`src/hw/rtl/lpfe_pkg.sv`:
```
// Package for the LED PWM fade engine: request kinds, register indexes,
// microcode word types and the control program held in read-only form.
// Depends on nothing; used by led_pwm_fade_engine.
`default_nettype none

package lpfe_pkg;

	// Default full-scale PWM level.
	localparam int unsigned PWM_MAX_DEF = 4095;

	// Full scale of a percentage.
	localparam logic [6:0] PCT_FULL = 7'd100;

	// Request kinds on the input channel.
	localparam logic [1:0] KIND_SET  = 2'd0;
	localparam logic [1:0] KIND_TICK = 2'd1;
	localparam logic [1:0] KIND_IDLE = 2'd2;

	// Configuration register indexes.
	localparam logic [1:0] CFG_TICKS_NORMAL  = 2'd0;
	localparam logic [1:0] CFG_TICKS_STANDBY = 2'd1;
	localparam logic [1:0] CFG_STANDBY_PCT   = 2'd2;

	// Datapath operation carried by one control word.
	typedef enum logic [4:0] {
		OP_NOP,
		OP_LATCH,
		OP_DIV_START,
		OP_WB_START,
		OP_DIV_GOAL,
		OP_WB_GOAL,
		OP_DIFF,
		OP_DIV_DELAY,
		OP_WB_DELAY,
		OP_DIV_STRIDE,
		OP_WB_STRIDE,
		OP_DIV_TRIM,
		OP_WB_TRIM,
		OP_PLACE,
		OP_STEP,
		OP_DIV_PCT,
		OP_WB_PCT,
		OP_EMIT,
		OP_ZERO,
		OP_DEC
	} op_t;

	// Sequencing condition of one control word.
	typedef enum logic [3:0] {
		C_NEXT,
		C_JUMP,
		C_DISPATCH,
		C_DIV_WAIT,
		C_EMIT_WAIT,
		C_ZERO_STEPS,
		C_MANY_STEPS,
		C_IDLE_TICK,
		C_DELAY_LE1
	} cond_t;

	typedef logic [4:0] upc_t;

	typedef struct packed {
		op_t   op;
		cond_t cond;
		upc_t  target;
	} uword_t;

	// Program labels.
	localparam upc_t PC_IDLE   = 5'd0;
	localparam upc_t PC_START  = 5'd1;
	localparam upc_t PC_MANY   = 5'd10;
	localparam upc_t PC_PLACE  = 5'd14;
	localparam upc_t PC_APPLY  = 5'd15;
	localparam upc_t PC_PCT    = 5'd16;
	localparam upc_t PC_EMIT   = 5'd18;
	localparam upc_t PC_ZERO   = 5'd19;
	localparam upc_t PC_TICK   = 5'd20;
	localparam upc_t PC_DEC    = 5'd22;

	// Clamp an 8-bit percentage to 100.
	function automatic logic [6:0] clamp_pct(input logic [7:0] pct);
		logic [6:0] r;
		r = (pct > {1'b0, PCT_FULL}) ? PCT_FULL : pct[6:0];
		return r;
	endfunction

	// Control program. A word holds while its condition says so; the
	// operation then runs in the cycle that leaves the word.
	function automatic uword_t lpfe_ucode(input upc_t pc);
		uword_t w;
		w = '{op: OP_NOP, cond: C_JUMP, target: PC_IDLE};
		case (pc)
			5'd0:  w = '{op: OP_LATCH,      cond: C_DISPATCH,   target: PC_IDLE};
			5'd1:  w = '{op: OP_DIV_START,  cond: C_NEXT,       target: PC_IDLE};
			5'd2:  w = '{op: OP_WB_START,   cond: C_DIV_WAIT,   target: 5'd3};
			5'd3:  w = '{op: OP_DIV_GOAL,   cond: C_NEXT,       target: PC_IDLE};
			5'd4:  w = '{op: OP_WB_GOAL,    cond: C_DIV_WAIT,   target: 5'd5};
			5'd5:  w = '{op: OP_DIFF,       cond: C_NEXT,       target: PC_IDLE};
			5'd6:  w = '{op: OP_NOP,        cond: C_ZERO_STEPS, target: PC_ZERO};
			5'd7:  w = '{op: OP_NOP,        cond: C_MANY_STEPS, target: PC_MANY};
			5'd8:  w = '{op: OP_DIV_DELAY,  cond: C_NEXT,       target: PC_IDLE};
			5'd9:  w = '{op: OP_WB_DELAY,   cond: C_DIV_WAIT,   target: PC_PLACE};
			5'd10: w = '{op: OP_DIV_STRIDE, cond: C_NEXT,       target: PC_IDLE};
			5'd11: w = '{op: OP_WB_STRIDE,  cond: C_DIV_WAIT,   target: 5'd12};
			5'd12: w = '{op: OP_DIV_TRIM,   cond: C_NEXT,       target: PC_IDLE};
			5'd13: w = '{op: OP_WB_TRIM,    cond: C_DIV_WAIT,   target: PC_PLACE};
			5'd14: w = '{op: OP_PLACE,      cond: C_NEXT,       target: PC_IDLE};
			5'd15: w = '{op: OP_STEP,       cond: C_NEXT,       target: PC_IDLE};
			5'd16: w = '{op: OP_DIV_PCT,    cond: C_NEXT,       target: PC_IDLE};
			5'd17: w = '{op: OP_WB_PCT,     cond: C_DIV_WAIT,   target: PC_EMIT};
			5'd18: w = '{op: OP_EMIT,       cond: C_EMIT_WAIT,  target: PC_IDLE};
			5'd19: w = '{op: OP_ZERO,       cond: C_JUMP,       target: PC_PCT};
			5'd20: w = '{op: OP_NOP,        cond: C_IDLE_TICK,  target: PC_EMIT};
			5'd21: w = '{op: OP_NOP,        cond: C_DELAY_LE1,  target: PC_APPLY};
			5'd22: w = '{op: OP_DEC,        cond: C_JUMP,       target: PC_EMIT};
			default: w = '{op: OP_NOP, cond: C_JUMP, target: PC_IDLE};
		endcase
		return w;
	endfunction

endpackage

`default_nettype wire

```
`src/hw/rtl/lpfe_div.sv`:
```
// Restoring divider for the fade engine: one quotient bit per cycle.
// Self-contained; instantiated by led_pwm_fade_engine.
`default_nettype none

module lpfe_div #(
	parameter int unsigned W = 19
) (
	input  wire logic         clk,
	input  wire logic         arst_n,
	input  wire logic         start,
	input  wire logic [W-1:0] dividend,
	input  wire logic [W-1:0] divisor,
	output logic              busy,
	output logic [W-1:0]      quotient,
	output logic [W-1:0]      remainder
);

	localparam int unsigned CW = $clog2(W + 1);

	logic [CW-1:0] cnt_q;
	logic [W-1:0]  quo_q;
	logic [W-1:0]  rem_q;
	logic [W-1:0]  dvs_q;
	logic [W:0]    rem_sh;
	logic [W:0]    trial;

	// One trial subtraction of the shifted partial remainder.
	always_comb begin
		rem_sh = {rem_q, quo_q[W-1]};
		trial  = rem_sh - {1'b0, dvs_q};
	end

	// Iteration counter; a new division restarts it.
	always_ff @(posedge clk or negedge arst_n) begin
		if (!arst_n) begin
			cnt_q <= '0;
		end else if (start) begin
			cnt_q <= CW'(W);
		end else if (cnt_q != '0) begin
			cnt_q <= cnt_q - 1'b1;
		end
	end

	// Dividend shifts out as quotient bits shift in.
	always_ff @(posedge clk) begin
		if (start) begin
			quo_q <= dividend;
			rem_q <= '0;
			dvs_q <= divisor;
		end else if (cnt_q != '0) begin
			if (!trial[W]) begin
				rem_q <= trial[W-1:0];
				quo_q <= {quo_q[W-2:0], 1'b1};
			end else begin
				rem_q <= rem_sh[W-1:0];
				quo_q <= {quo_q[W-2:0], 1'b0};
			end
		end
	end

	assign busy      = (cnt_q != '0);
	assign quotient  = quo_q;
	assign remainder = rem_q;

endmodule

`default_nettype wire

```
`src/hw/rtl/led_pwm_fade_engine.sv`:
```
// Top level of the LED PWM fade engine: microcoded sequencer and datapath.
// Depends on lpfe_pkg and lpfe_div.
//
//   Channel  Handshake               Payload
//   in       in_valid / in_ready     kind, target_percent
//   out      out_valid / out_ready   pwm_level, level_percent, fading
//   cfg      cfg_valid / cfg_ready   cfg_index, cfg_data
//
// One request is worked at a time. Percentage and level conversions use a
// reciprocal multiply whose product is registered and then taken; the
// variable divisions run on the shared divider (DW = 17).
// An idle tick or an unused kind goes straight to the emit step, a counting tick
// first counts down and a stepping tick converts the new level first; a fade start
// with no steps uses no division, with a tick or more per step one, else two.
// Reset leaves the level at zero, no fade running and the default timings.
// A result waits in the output register; a stall there holds the sequencer
// at its emit step. Configuration writes are taken every cycle.
`default_nettype none

module led_pwm_fade_engine #(
	parameter int unsigned PWM_MAX = lpfe_pkg::PWM_MAX_DEF
) (
	input  wire logic                         clk,
	input  wire logic                         arst_n,
	input  wire logic                         in_valid,
	output logic                              in_ready,
	input  wire logic [1:0]                   kind,
	input  wire logic [7:0]                   target_percent,
	output logic                              out_valid,
	input  wire logic                         out_ready,
	output logic [$clog2(PWM_MAX + 1)-1:0]    pwm_level,
	output logic [6:0]                        level_percent,
	output logic                              fading,
	input  wire logic                         cfg_valid,
	output logic                              cfg_ready,
	input  wire logic [1:0]                   cfg_index,
	input  wire logic [15:0]                  cfg_data
);

	import lpfe_pkg::*;

	localparam int unsigned LW = $clog2(PWM_MAX + 1);
	// Divider operands: steps + ticks - 1 is the widest.
	localparam int unsigned DW = ((LW > 16) ? LW : 16) + 1;

	// Reciprocal constants. Both pct * PWM_MAX and level * 100 stay below
	// 2^(LW + 7), so a shift of that width plus the divisor's bits is exact.
	localparam int unsigned NW     = LW + 7;
	localparam int unsigned SH_LVL = NW + 7;
	localparam int unsigned SH_PCT = NW + $clog2(PWM_MAX);
	localparam int unsigned PW     = 2 * LW + 14;
	localparam logic [63:0] RCP_100 = ((64'd1 << SH_LVL) + 64'd99) / 64'd100;
	localparam logic [63:0] RCP_MAX = ((64'd1 << SH_PCT) + 64'(PWM_MAX) - 64'd1)
	                                  / 64'(PWM_MAX);
	localparam logic [63:0] K_LVL   = RCP_100 * 64'(PWM_MAX);
	localparam logic [63:0] K_PCT   = RCP_MAX * 64'd100;

	// Configuration registers.
	logic [15:0] ticks_normal_q;
	logic [15:0] ticks_standby_q;
	logic [6:0]  standby_pct_q;

	// Fade state.
	logic [LW-1:0] level_q;
	logic [6:0]    pct_q;
	logic [LW-1:0] goal_q;
	logic [LW-1:0] stride_q;
	logic [15:0]   step_delay_q;
	logic [15:0]   delay_left_q;
	logic          down_q;
	logic          active_q;
	logic          standby_q;

	// Scratch registers of a fade start.
	logic [6:0]    tgt_q;
	logic [15:0]   ticks_q;
	logic [LW-1:0] start_q;
	logic [LW-1:0] steps_q;
	logic [PW-1:0] prod_q;

	// Sequencer.
	upc_t   pc_q;
	upc_t   pc_d;
	uword_t uw;
	logic   hold;
	logic   go;

	// Divider connection.
	logic          div_start;
	logic [DW-1:0] div_dvd;
	logic [DW-1:0] div_dvs;
	logic          div_busy;
	logic [DW-1:0] div_quo;
	logic [DW-1:0] div_rem;

	logic [LW-1:0] level_next;
	logic          next_standby;
	logic [15:0]   next_ticks;

	// Output register.
	logic [LW-1:0] out_level_q;
	logic [6:0]    out_pct_q;
	logic          out_fading_q;
	logic          out_valid_q;

	// Configuration port.
	assign cfg_ready = 1'b1;

	always_ff @(posedge clk or negedge arst_n) begin
		if (!arst_n) begin
			ticks_normal_q  <= 16'd1000;
			ticks_standby_q <= 16'd5000;
			standby_pct_q   <= '0;
		end else if (cfg_valid) begin
			case (cfg_index)
				CFG_TICKS_NORMAL:  ticks_normal_q  <= cfg_data;
				CFG_TICKS_STANDBY: ticks_standby_q <= cfg_data;
				CFG_STANDBY_PCT:   standby_pct_q   <= cfg_data[6:0];
				default: ;
			endcase
		end
	end

	// Control word fetch and sequencing.
	always_comb begin
		uw   = lpfe_ucode(pc_q);
		hold = 1'b0;
		pc_d = pc_q + 1'b1;
		case (uw.cond)
			C_NEXT: pc_d = pc_q + 1'b1;
			C_JUMP: pc_d = uw.target;
			C_DISPATCH: begin
				hold = !in_valid;
				case (kind)
					KIND_SET:  pc_d = PC_START;
					KIND_IDLE: pc_d = PC_START;
					KIND_TICK: pc_d = PC_TICK;
					default:   pc_d = PC_EMIT;
				endcase
			end
			C_DIV_WAIT: begin
				hold = div_busy;
				pc_d = uw.target;
			end
			C_EMIT_WAIT: begin
				hold = out_valid_q && !out_ready;
				pc_d = uw.target;
			end
			C_ZERO_STEPS: pc_d = (steps_q == '0) ? uw.target : pc_q + 1'b1;
			C_MANY_STEPS: pc_d = (DW'(steps_q) > DW'(ticks_q)) ? uw.target : pc_q + 1'b1;
			C_IDLE_TICK:  pc_d = !active_q ? uw.target : pc_q + 1'b1;
			C_DELAY_LE1:  pc_d = (delay_left_q <= 16'd1) ? uw.target : pc_q + 1'b1;
			default:      pc_d = PC_IDLE;
		endcase
		go = !hold;
	end

	always_ff @(posedge clk or negedge arst_n) begin
		if (!arst_n) begin
			pc_q <= PC_IDLE;
		end else if (go) begin
			pc_q <= pc_d;
		end
	end

	assign in_ready = (pc_q == PC_IDLE);

	// Divider operand selection; only the divisions by a variable use it.
	always_comb begin
		div_start = 1'b0;
		div_dvd   = '0;
		div_dvs   = DW'(1);
		case (uw.op)
			OP_DIV_DELAY: begin
				div_start = go;
				div_dvd   = DW'(ticks_q);
				div_dvs   = DW'(steps_q);
			end
			OP_DIV_STRIDE: begin
				div_start = go;
				div_dvd   = DW'(steps_q) + DW'(ticks_q) - DW'(1);
				div_dvs   = DW'(ticks_q);
			end
			OP_DIV_TRIM: begin
				div_start = go;
				div_dvd   = DW'(steps_q);
				div_dvs   = DW'(stride_q);
			end
			default: ;
		endcase
	end

	lpfe_div #(
		.W(DW)
	) u_div (
		.clk       (clk),
		.arst_n    (arst_n),
		.start     (div_start),
		.dividend  (div_dvd),
		.divisor   (div_dvs),
		.busy      (div_busy),
		.quotient  (div_quo),
		.remainder (div_rem)
	);

	// Level after one step, and the mode and duration of a fade start.
	always_comb begin
		level_next   = down_q ? (level_q - stride_q) : (level_q + stride_q);
		next_standby = (kind == KIND_IDLE);
		next_ticks   = standby_q ? ticks_standby_q : ticks_normal_q;
		if (next_ticks == '0) begin
			next_ticks = 16'd1;
		end
	end

	// Fade state updated by the datapath operations.
	always_ff @(posedge clk or negedge arst_n) begin
		if (!arst_n) begin
			level_q      <= '0;
			pct_q        <= '0;
			goal_q       <= '0;
			stride_q     <= LW'(1);
			step_delay_q <= 16'd1;
			delay_left_q <= '0;
			down_q       <= 1'b0;
			active_q     <= 1'b0;
			standby_q    <= 1'b0;
		end else if (go) begin
			case (uw.op)
				OP_LATCH: begin
					if (kind == KIND_SET || kind == KIND_IDLE) begin
						standby_q <= next_standby;
					end
				end
				OP_WB_GOAL:   goal_q <= prod_q[SH_LVL +: LW];
				OP_DIFF:      down_q <= (start_q > goal_q);
				OP_WB_DELAY: begin
					stride_q     <= LW'(1);
					step_delay_q <= div_quo[15:0];
				end
				OP_WB_STRIDE: stride_q <= div_quo[LW-1:0];
				OP_WB_TRIM:   step_delay_q <= 16'd1;
				OP_PLACE: begin
					level_q  <= down_q ? (goal_q + steps_q) : (goal_q - steps_q);
					active_q <= 1'b1;
				end
				OP_STEP: begin
					level_q <= level_next;
					if (level_next == goal_q) begin
						active_q     <= 1'b0;
						delay_left_q <= '0;
					end else begin
						delay_left_q <= step_delay_q;
					end
				end
				OP_WB_PCT: pct_q <= prod_q[SH_PCT +: 7];
				OP_ZERO: begin
					level_q      <= goal_q;
					stride_q     <= LW'(1);
					active_q     <= 1'b0;
					delay_left_q <= '0;
				end
				OP_DEC: delay_left_q <= delay_left_q - 16'd1;
				default: ;
			endcase
		end
	end

	// Scratch values of a fade start and the reciprocal products.
	always_ff @(posedge clk) begin
		if (go) begin
			case (uw.op)
				OP_LATCH: begin
					tgt_q   <= (kind == KIND_IDLE) ? clamp_pct({1'b0, standby_pct_q})
					                                : clamp_pct(target_percent);
				end
				OP_DIV_START: begin
					ticks_q <= next_ticks;
					prod_q  <= PW'(64'(pct_q) * K_LVL);
				end
				OP_DIV_GOAL: prod_q <= PW'(64'(tgt_q) * K_LVL);
				OP_DIV_PCT:  prod_q <= PW'(64'(level_q) * K_PCT);
				OP_WB_START: start_q <= prod_q[SH_LVL +: LW];
				OP_DIFF: begin
					steps_q <= (start_q > goal_q) ? (start_q - goal_q) : (goal_q - start_q);
				end
				OP_WB_TRIM: steps_q <= steps_q - div_rem[LW-1:0];
				default: ;
			endcase
		end
	end

	// Result register; a new result may replace one being taken.
	always_ff @(posedge clk or negedge arst_n) begin
		if (!arst_n) begin
			out_valid_q <= 1'b0;
		end else if (go && uw.op == OP_EMIT) begin
			out_valid_q <= 1'b1;
		end else if (out_ready) begin
			out_valid_q <= 1'b0;
		end
	end

	always_ff @(posedge clk) begin
		if (go && uw.op == OP_EMIT) begin
			out_level_q  <= level_q;
			out_pct_q    <= pct_q;
			out_fading_q <= active_q;
		end
	end

	assign out_valid     = out_valid_q;
	assign pwm_level     = out_level_q;
	assign level_percent = out_pct_q;
	assign fading        = out_fading_q;

endmodule

`default_nettype wire

```
`config.mk`:
```
export PLATFORM = sky130hd
export DESIGN_NAME = led_pwm_fade_engine
export DESIGN_NICKNAME = d
export VERILOG_FILES = /design/src/hw/rtl/lpfe_pkg.sv /design/src/hw/rtl/lpfe_div.sv /design/src/hw/rtl/led_pwm_fade_engine.sv
export SDC_FILE = /design/constraint.sdc
export NUM_CORES = 1
export LEC_CHECK = 0
export BUFFER_PORTS_ARGS = -buffer_cell sky130_fd_sc_hd__buf_2
export CORE_MARGIN = 1
export CORE_UTILIZATION = 66
export CTS_BUF_LIST = sky130_fd_sc_hd__clkbuf_4
export DETAILED_ROUTE_END_ITERATION = 8
export PLACE_DENSITY = 0.83
export RECOVER_POWER = 100
export SETUP_SLACK_MARGIN = 0.2
export SLEW_MARGIN = 20
export SYNTH_ARGS = -nofsm -noshare
export SYNTH_HDL_FRONTEND = slang
export SYNTH_SLANG_ARGS = --single-unit
export TNS_END_PERCENT = 30
```
`constraint.sdc`:
```
create_clock -name clk -period 6 [get_ports clk]
set_input_delay 0.9 -clock clk [delete_from_list [all_inputs] [get_ports clk]]
set_output_delay 0.9 -clock clk [all_outputs]
set_load 0.02 [all_outputs]
```
# ---- Word level (Yosys, flattened, before mapping)
# Memories as Yosys holds them, arrays and structs flattened.
# Index checks and enable logic that the tools add are counted.
dict set report op_classes {
  n_bitwise 1
  magnitude_cmp 5
  shift 0
  n_mul 3
  add_sub_neg 13
  div_mod_pow 0
  n_eq_ne 33
  reduce_logical 42
  muxes 34
}
# op count
set op_table {}
lappend op_table {{38-bit one-hot mux with 3 select lines} 1}
lappend op_table {{16-bit one-hot mux with 3 select lines} 2}
lappend op_table {{7-bit by 32-bit multiplier with 38-bit output (second input constant)} 2}
lappend op_table {{12-bit subtractor} 5}
lappend op_table {{17-bit two-way mux} 3}
lappend op_table {{17-bit one-hot mux with 3 select lines} 1}
lappend op_table {{12-bit one-hot mux with 2 select lines} 2}
lappend op_table {{5-bit by 4-bit equality test with 1-bit output (second input constant)} 8}
lappend op_table {{12-bit by 24-bit multiplier with 36-bit output (second input constant)} 1}
lappend op_table {{12-bit two-way mux} 3}
lappend op_table {{12-bit one-hot mux with 3 select lines} 1}
lappend op_table {{5-bit one-hot mux with 7 select lines} 1}
lappend op_table {{16-bit two-way mux} 2}
lappend op_table {{16-bit one-hot mux with 2 select lines} 1}
lappend op_table {{5-bit two-way mux} 6}
lappend op_table {{2-bit AND reduction} 15}
lappend op_table {{12-bit adder} 2}
lappend op_table {{7-bit two-way mux} 3}
lappend op_table {{5-bit by 3-bit equality test with 1-bit output (second input constant)} 4}
lappend op_table {{5-bit equality test (second input constant)} 4}
lappend op_table {{18-bit by 17-bit subtractor with 18-bit output} 1}
lappend op_table {{12-bit by 16-bit adder with 17-bit output} 1}
lappend op_table {{17-bit by 1-bit subtractor with 17-bit output (second input constant)} 1}
lappend op_table {{4-bit by 3-bit equality test with 1-bit output (second input constant)} 4}
lappend op_table {{35 further kinds} 57}
dict set report word_totals {
  romBits 448
  elab_cells 158
  reg_bits 284
  out_inout_bits 23
  in_bits 33
  memories 1
  ram_bits 0
  latch_bits 0
}
# name depth word_bits rd rd_clocked_by_memory_dff wr line
set mem_list {}
lappend mem_list {{(no name shown)} 32 14 1 0 0 lpfe_pkg.sv:93} ;# case (pc)

# ---- Logic depth before layout (Yosys ltp)
dict set report depth {
  word_depth 6
  mapped_depth 22
  mapped_depth_nobuf 22
}

# ---- Cells and area by module
# From an unflattened synthesis, not the netlist that was laid out.
dict set report unflattened {
  hier_cells 2584
  area_unflattened_um2 24772.5
}
# mod seq_area_each_um2 cells_each area_per_inst_um2 instances
set modules_own_cells {}
lappend modules_own_cells {led_pwm_fade_engine 5466.5 2296 21569.4 1}
lappend modules_own_cells {lpfe_div 1486.4 288 3203.1 1}

# ---- Worst setup path after synthesis
# No wires, ideal clock.
dict set report synth_timing {
  kind {register to register}
  from {reg level_q[10]}
  to {reg prod_q[37], data pin}
  synth_period_minus_slack_ns 4.987
  required_ns 5.741
  path_slack_ns 1.013
  path_stages_with_launch 22
  t_arrival_ns 4.728
  path_cell_list {dfrtp_1 -> inv_1 -> ha_1 -> inv_1 -> fa_1 -> inv_1 -> fa_1 -> inv_1 -> ha_1 -> inv_1 -> fa_1 -> inv_1 -> ha_1 -> and3_1 -> nand3_1 -> nand4b_1 -> a31oi_1 -> o21ai_1 -> a211oi_1 -> a21oi_1 -> mux2i_1 -> a211o_1}
}
dict set report synth_between {
  elab_chain_cells 2
}
# item line
set synth_rtl {}
lappend synth_rtl {{from (decl)} led_pwm_fade_engine.sv:64} ;# logic [LW-1:0] level_q;
lappend synth_rtl {{from (signal assigned)} led_pwm_fade_engine.sv:244} ;# level_q <= down_q ? (goal_q + steps_q) : (goal_q - steps_q);
lappend synth_rtl {{from (signal assigned)} led_pwm_fade_engine.sv:248} ;# level_q <= level_next;
lappend synth_rtl {{from (signal assigned)} led_pwm_fade_engine.sv:258} ;# level_q <= goal_q;
lappend synth_rtl {{12-bit by 24-bit multiplier with 36-bit output} led_pwm_fade_engine.sv:282} ;# OP_DIV_PCT: prod_q <= PW'(64'(level_q) * K_PCT);
lappend synth_rtl {{38-bit one-hot mux with 3 select lines} led_pwm_fade_engine.sv:272} ;# case (uw.op)
lappend synth_rtl {{to (signal assigned)} led_pwm_fade_engine.sv:279} ;# prod_q <= PW'(64'(pct_q) * K_LVL);
lappend synth_rtl {{to (signal assigned)} led_pwm_fade_engine.sv:281} ;# OP_DIV_GOAL: prod_q <= PW'(64'(tgt_q) * K_LVL);
lappend synth_rtl {{to (signal assigned)} led_pwm_fade_engine.sv:282}
lappend synth_rtl {{to (decl)} led_pwm_fade_engine.sv:79} ;# logic [PW-1:0] prod_q;
# No other way between the ends.
# A chain may end at the register's enable or synchronous reset.

# ---- Final worst setup path
# Same ends and word-level chain as after synthesis.

==> results.toml <==
[floorplanning]
core_um2 = 36790
ios = 56
start_util = 0.6735
num_rows = 70
die_w_um = 195.8
dieArea_um2 = 38320
fp.dieH_um = 195.8

[timing]
setup_viol = 0
tightestPinTransition_ns = 4.246
clock.fmax_mhz = 176.0
timing.final.hold_violations = 0
drv_slew = 218
finalCriticalPeriod_ns = 5.682
period_share = 0.9471
tns_ns = 0
skew_ns = 0.1032
rsz0062_at_grt = "no"
max_slew_margin = -1.831

[grt]
grt_max_degree = 68
grt_pass1_wl_um = 103300
grt_use_total = 0.3404
grt_pass1_vias = 19942
overflow = 0
antenna_found_initial = 1

[yosys]
avgSynthCellArea_um2 = 9.555
synth_top_area_share = 0.1995
synth_ff_type = "dfrtp_1"
synthCells = 2593
yosysWarnings = 0
async_flop_share = 0.4981
yosysMostFrequentCell = "ha_1"
syn_area_um2 = 24780
syn-num-nets = 3119
netlist-cell-type-count = 110
synth.area.top_cells = "ha_1, edfxtp_1, dfrtp_1, fa_1, inv_1"
yosys.area.top_type = "ha_1"
synth_common_cells = "ha_1, inv_1, nand2_1, nor2_1, a21oi_1"
synth-seq-cells = 257
ys_seq_area_frac = 0.2794
synth-edff-count = 112

[worst_setup_path]
cp.required_ns = 6.52
r2r_cells = 21
criticalPathCategory = "flop to flop"
worst_setup_path_start_kind = "flop"
cp-end-kind = "flop"
reg2reg_slack_ns = 0.32
rr_startpoint = "level_q[10]$_DFFE_PN0P_"
arrival_ns = 6.20
worstPathMaxFanout = 8
worst_r2r_endpoint = "prod_q[37]$_DFFE_PP_"

[clock_tree]
cts_tree = "yes"
cts.sinks = 257
cts.path.max_buffers = 3
numCtsBuffers = 72
cts_max_level = 3
clk_latency_ns = 0.83
post-cts-setup-buffer-count = 0
cts_hold_buf = 0
clk_pin_slew_ns = 0.07
cts-root-buf = "clkbuf_4"
cts.repair.resized = 0

[worst_hold_path]
hold_path_startpoint = "cfg_data[11]"
hold_class = "input pin to flop"
worstHoldEndpoint = "ticks_standby_q[11]$_DFFE_PN0P_"
whs_path_depth = 2

[detailed_routing]
dr.pass1.iters = 8
drtAntennaViolNets = 0
first_iter_violations = 1761
finalWirelength_um = 63800
via_per_inst = 6.238
routedWlPerCell_um = 19.96
route.vias.total = 19938
route.detailed.drc = 0

[status]
outcome = "complete, but fails checks"
violations = "max-capacitance violations, max-slew violations"

[placement]
gp_congestion = 0.9746
dp_hpwl_um = 49830
io_buffers = 54

[layout]
drive_gt1_frac = 0.09424
area_growth_pct = 6.040
nets = 3196

[run]
cap_violations = 6
## how the worst max path moves through the flow
stage / slack [ns] / cells after the start / start / to
after floorplan: 1.01 / 21 / level_q[10]$_DFFE_PN0P_ / prod_q[37]$_DFFE_PP_
after global placement: 0.61 / 21 / level_q[10]$_DFFE_PN0P_ / prod_q[37]$_DFFE_PP_
after detailed placement: 0.44 / 21 / level_q[10]$_DFFE_PN0P_ / prod_q[37]$_DFFE_PP_
after CTS: 0.44 / 21 / level_q[10]$_DFFE_PN0P_ / prod_q[37]$_DFFE_PP_
after global routing: 0.12 / 21 / level_q[10]$_DFFE_PN0P_ / prod_q[37]$_DFFE_PP_
final: 0.32 / 21 / level_q[10]$_DFFE_PN0P_ / prod_q[37]$_DFFE_PP_
## state kept, by name, indices dropped and copies added (netlist names), 16 cells and up
name	count
u_div.quotient	17
u_div.remainder	17
delay_left_q	16
step_delay_q	16
ticks_normal_q	16
ticks_q	16
ticks_standby_q	16
u_div.dvs_q	16
## worst max-delay path, stage by stage, from the launching register on
cell and delay (ns):
dfrtp_1 0.52, inv_1 0.08, ha_1 0.28, inv_1 0.06, fa_1 0.50, inv_1 0.05
fa_1 0.53, inv_1 0.05, ha_1 0.27, inv_1 0.05, fa_1 0.53, inv_1 0.05
ha_1 0.29, and3_1 0.16, nand3_1 0.11, nand4b_1 0.17, a31oi_1 0.38, o21ai_0 0.26
a211oi_1 0.51, a21oi_1 0.18, mux2i_1 0.17, a211o_1 0.27
## cell usage in the layout (no fill, tap or decap), types with 15 or more instances in the layout
| cell type | n |
|---|---|
| o21ai_0 | 140 |
| nor2_1 | 156 |
| nand3_1 | 27 |
| o21a_1 | 16 |
| inv_1 | 339 |
| a221o_1 | 20 |
| xnor2_1 | 91 |
| nor3_1 | 46 |
| a22o_1 | 23 |
| dfrtp_1 | 115 |
| xor2_1 | 40 |
| mux2_2 | 49 |
| ha_1 | 395 |
| a211oi_1 | 19 |
| clkbuf_1 | 41 |
| clkbuf_4 | 108 |
| edfxtp_1 | 112 |
| fa_1 | 98 |
| mux2i_1 | 53 |
| o21ai_1 | 23 |
| dfxtp_1 | 17 |
| nand2_1 | 193 |
| a21oi_1 | 143 |
| nand2b_1 | 23 |
| nand4_1 | 16 |
| buf_2 | 28 |
| a21o_1 | 40 |
| nor2b_1 | 24 |
| nor4_1 | 15 |
| mux2_1 | 18 |
## per-stage QoR
step / hold slack (ns) / area [um^2] / instances / util / setup WS [ns]
after floorplan: 0.4262 / 24780 / 2593 / - / 1.013
after global placement: 0.4378 / 25470 / 3064 / 0.6923 / 0.6107
final: 0.3743 / 26270 / 3196 / 0.7142 / 0.3176
after CTS: 0.09799 / 26460 / 3195 / 0.7192 / 0.4404
after global routing: 0.3292 / 26270 / 3196 / 0.7142 / 0.1218
after detailed placement: 0.4457 / 25470 / 3064 / 0.6923 / 0.4444
## per-layer routing
| metal | GRT usage | up-vias | part of all wire |
|---|---|---|---|
| met1 | 0.4720 | 9675 | 0.44 |
| li1 | - | 9376 | - |
| met2 | 0.5443 | 755 | 0.45 |
| met3 | 0.05312 | 132 | 0.077 |
| met5 | 0 | - | 0 |
| met4 | 0.1195 | 0 | 0.030 |
## area by class of cell
cell class,instances,area [um^2]
Timing Repair Buffer,74,329.1
Sequential cell,257,6923
Tap cell,468,585.6
Inverter,345,1295
Antenna cell,1,2.502
Clock inverter,23,177.7
Fill cell,2801,10510
Clock buffer,108,810.8
Multi-Input combinational cell,1920,16150
## cells by family (layout without fill, tap and decap cells)
kind of cell	count (synthesis)	count (layout)	synth area share
other	1	2	0.0001514
multiplexers	121	121	0.05242
adder cells (fa/ha/maj)	493	493	0.2787
flip-flops	257	257	0.2794
XOR/XNOR	135	135	0.05015
AND/OR/NAND/NOR	575	575	0.1103
buffers and inverters	416	550	0.06615
AO/OA/AOI/OAI	595	595	0.1627
Power is left out: the tool's default activity adds up to more than one toggle a clock period on the data nets, which glitch-free logic cannot reach.
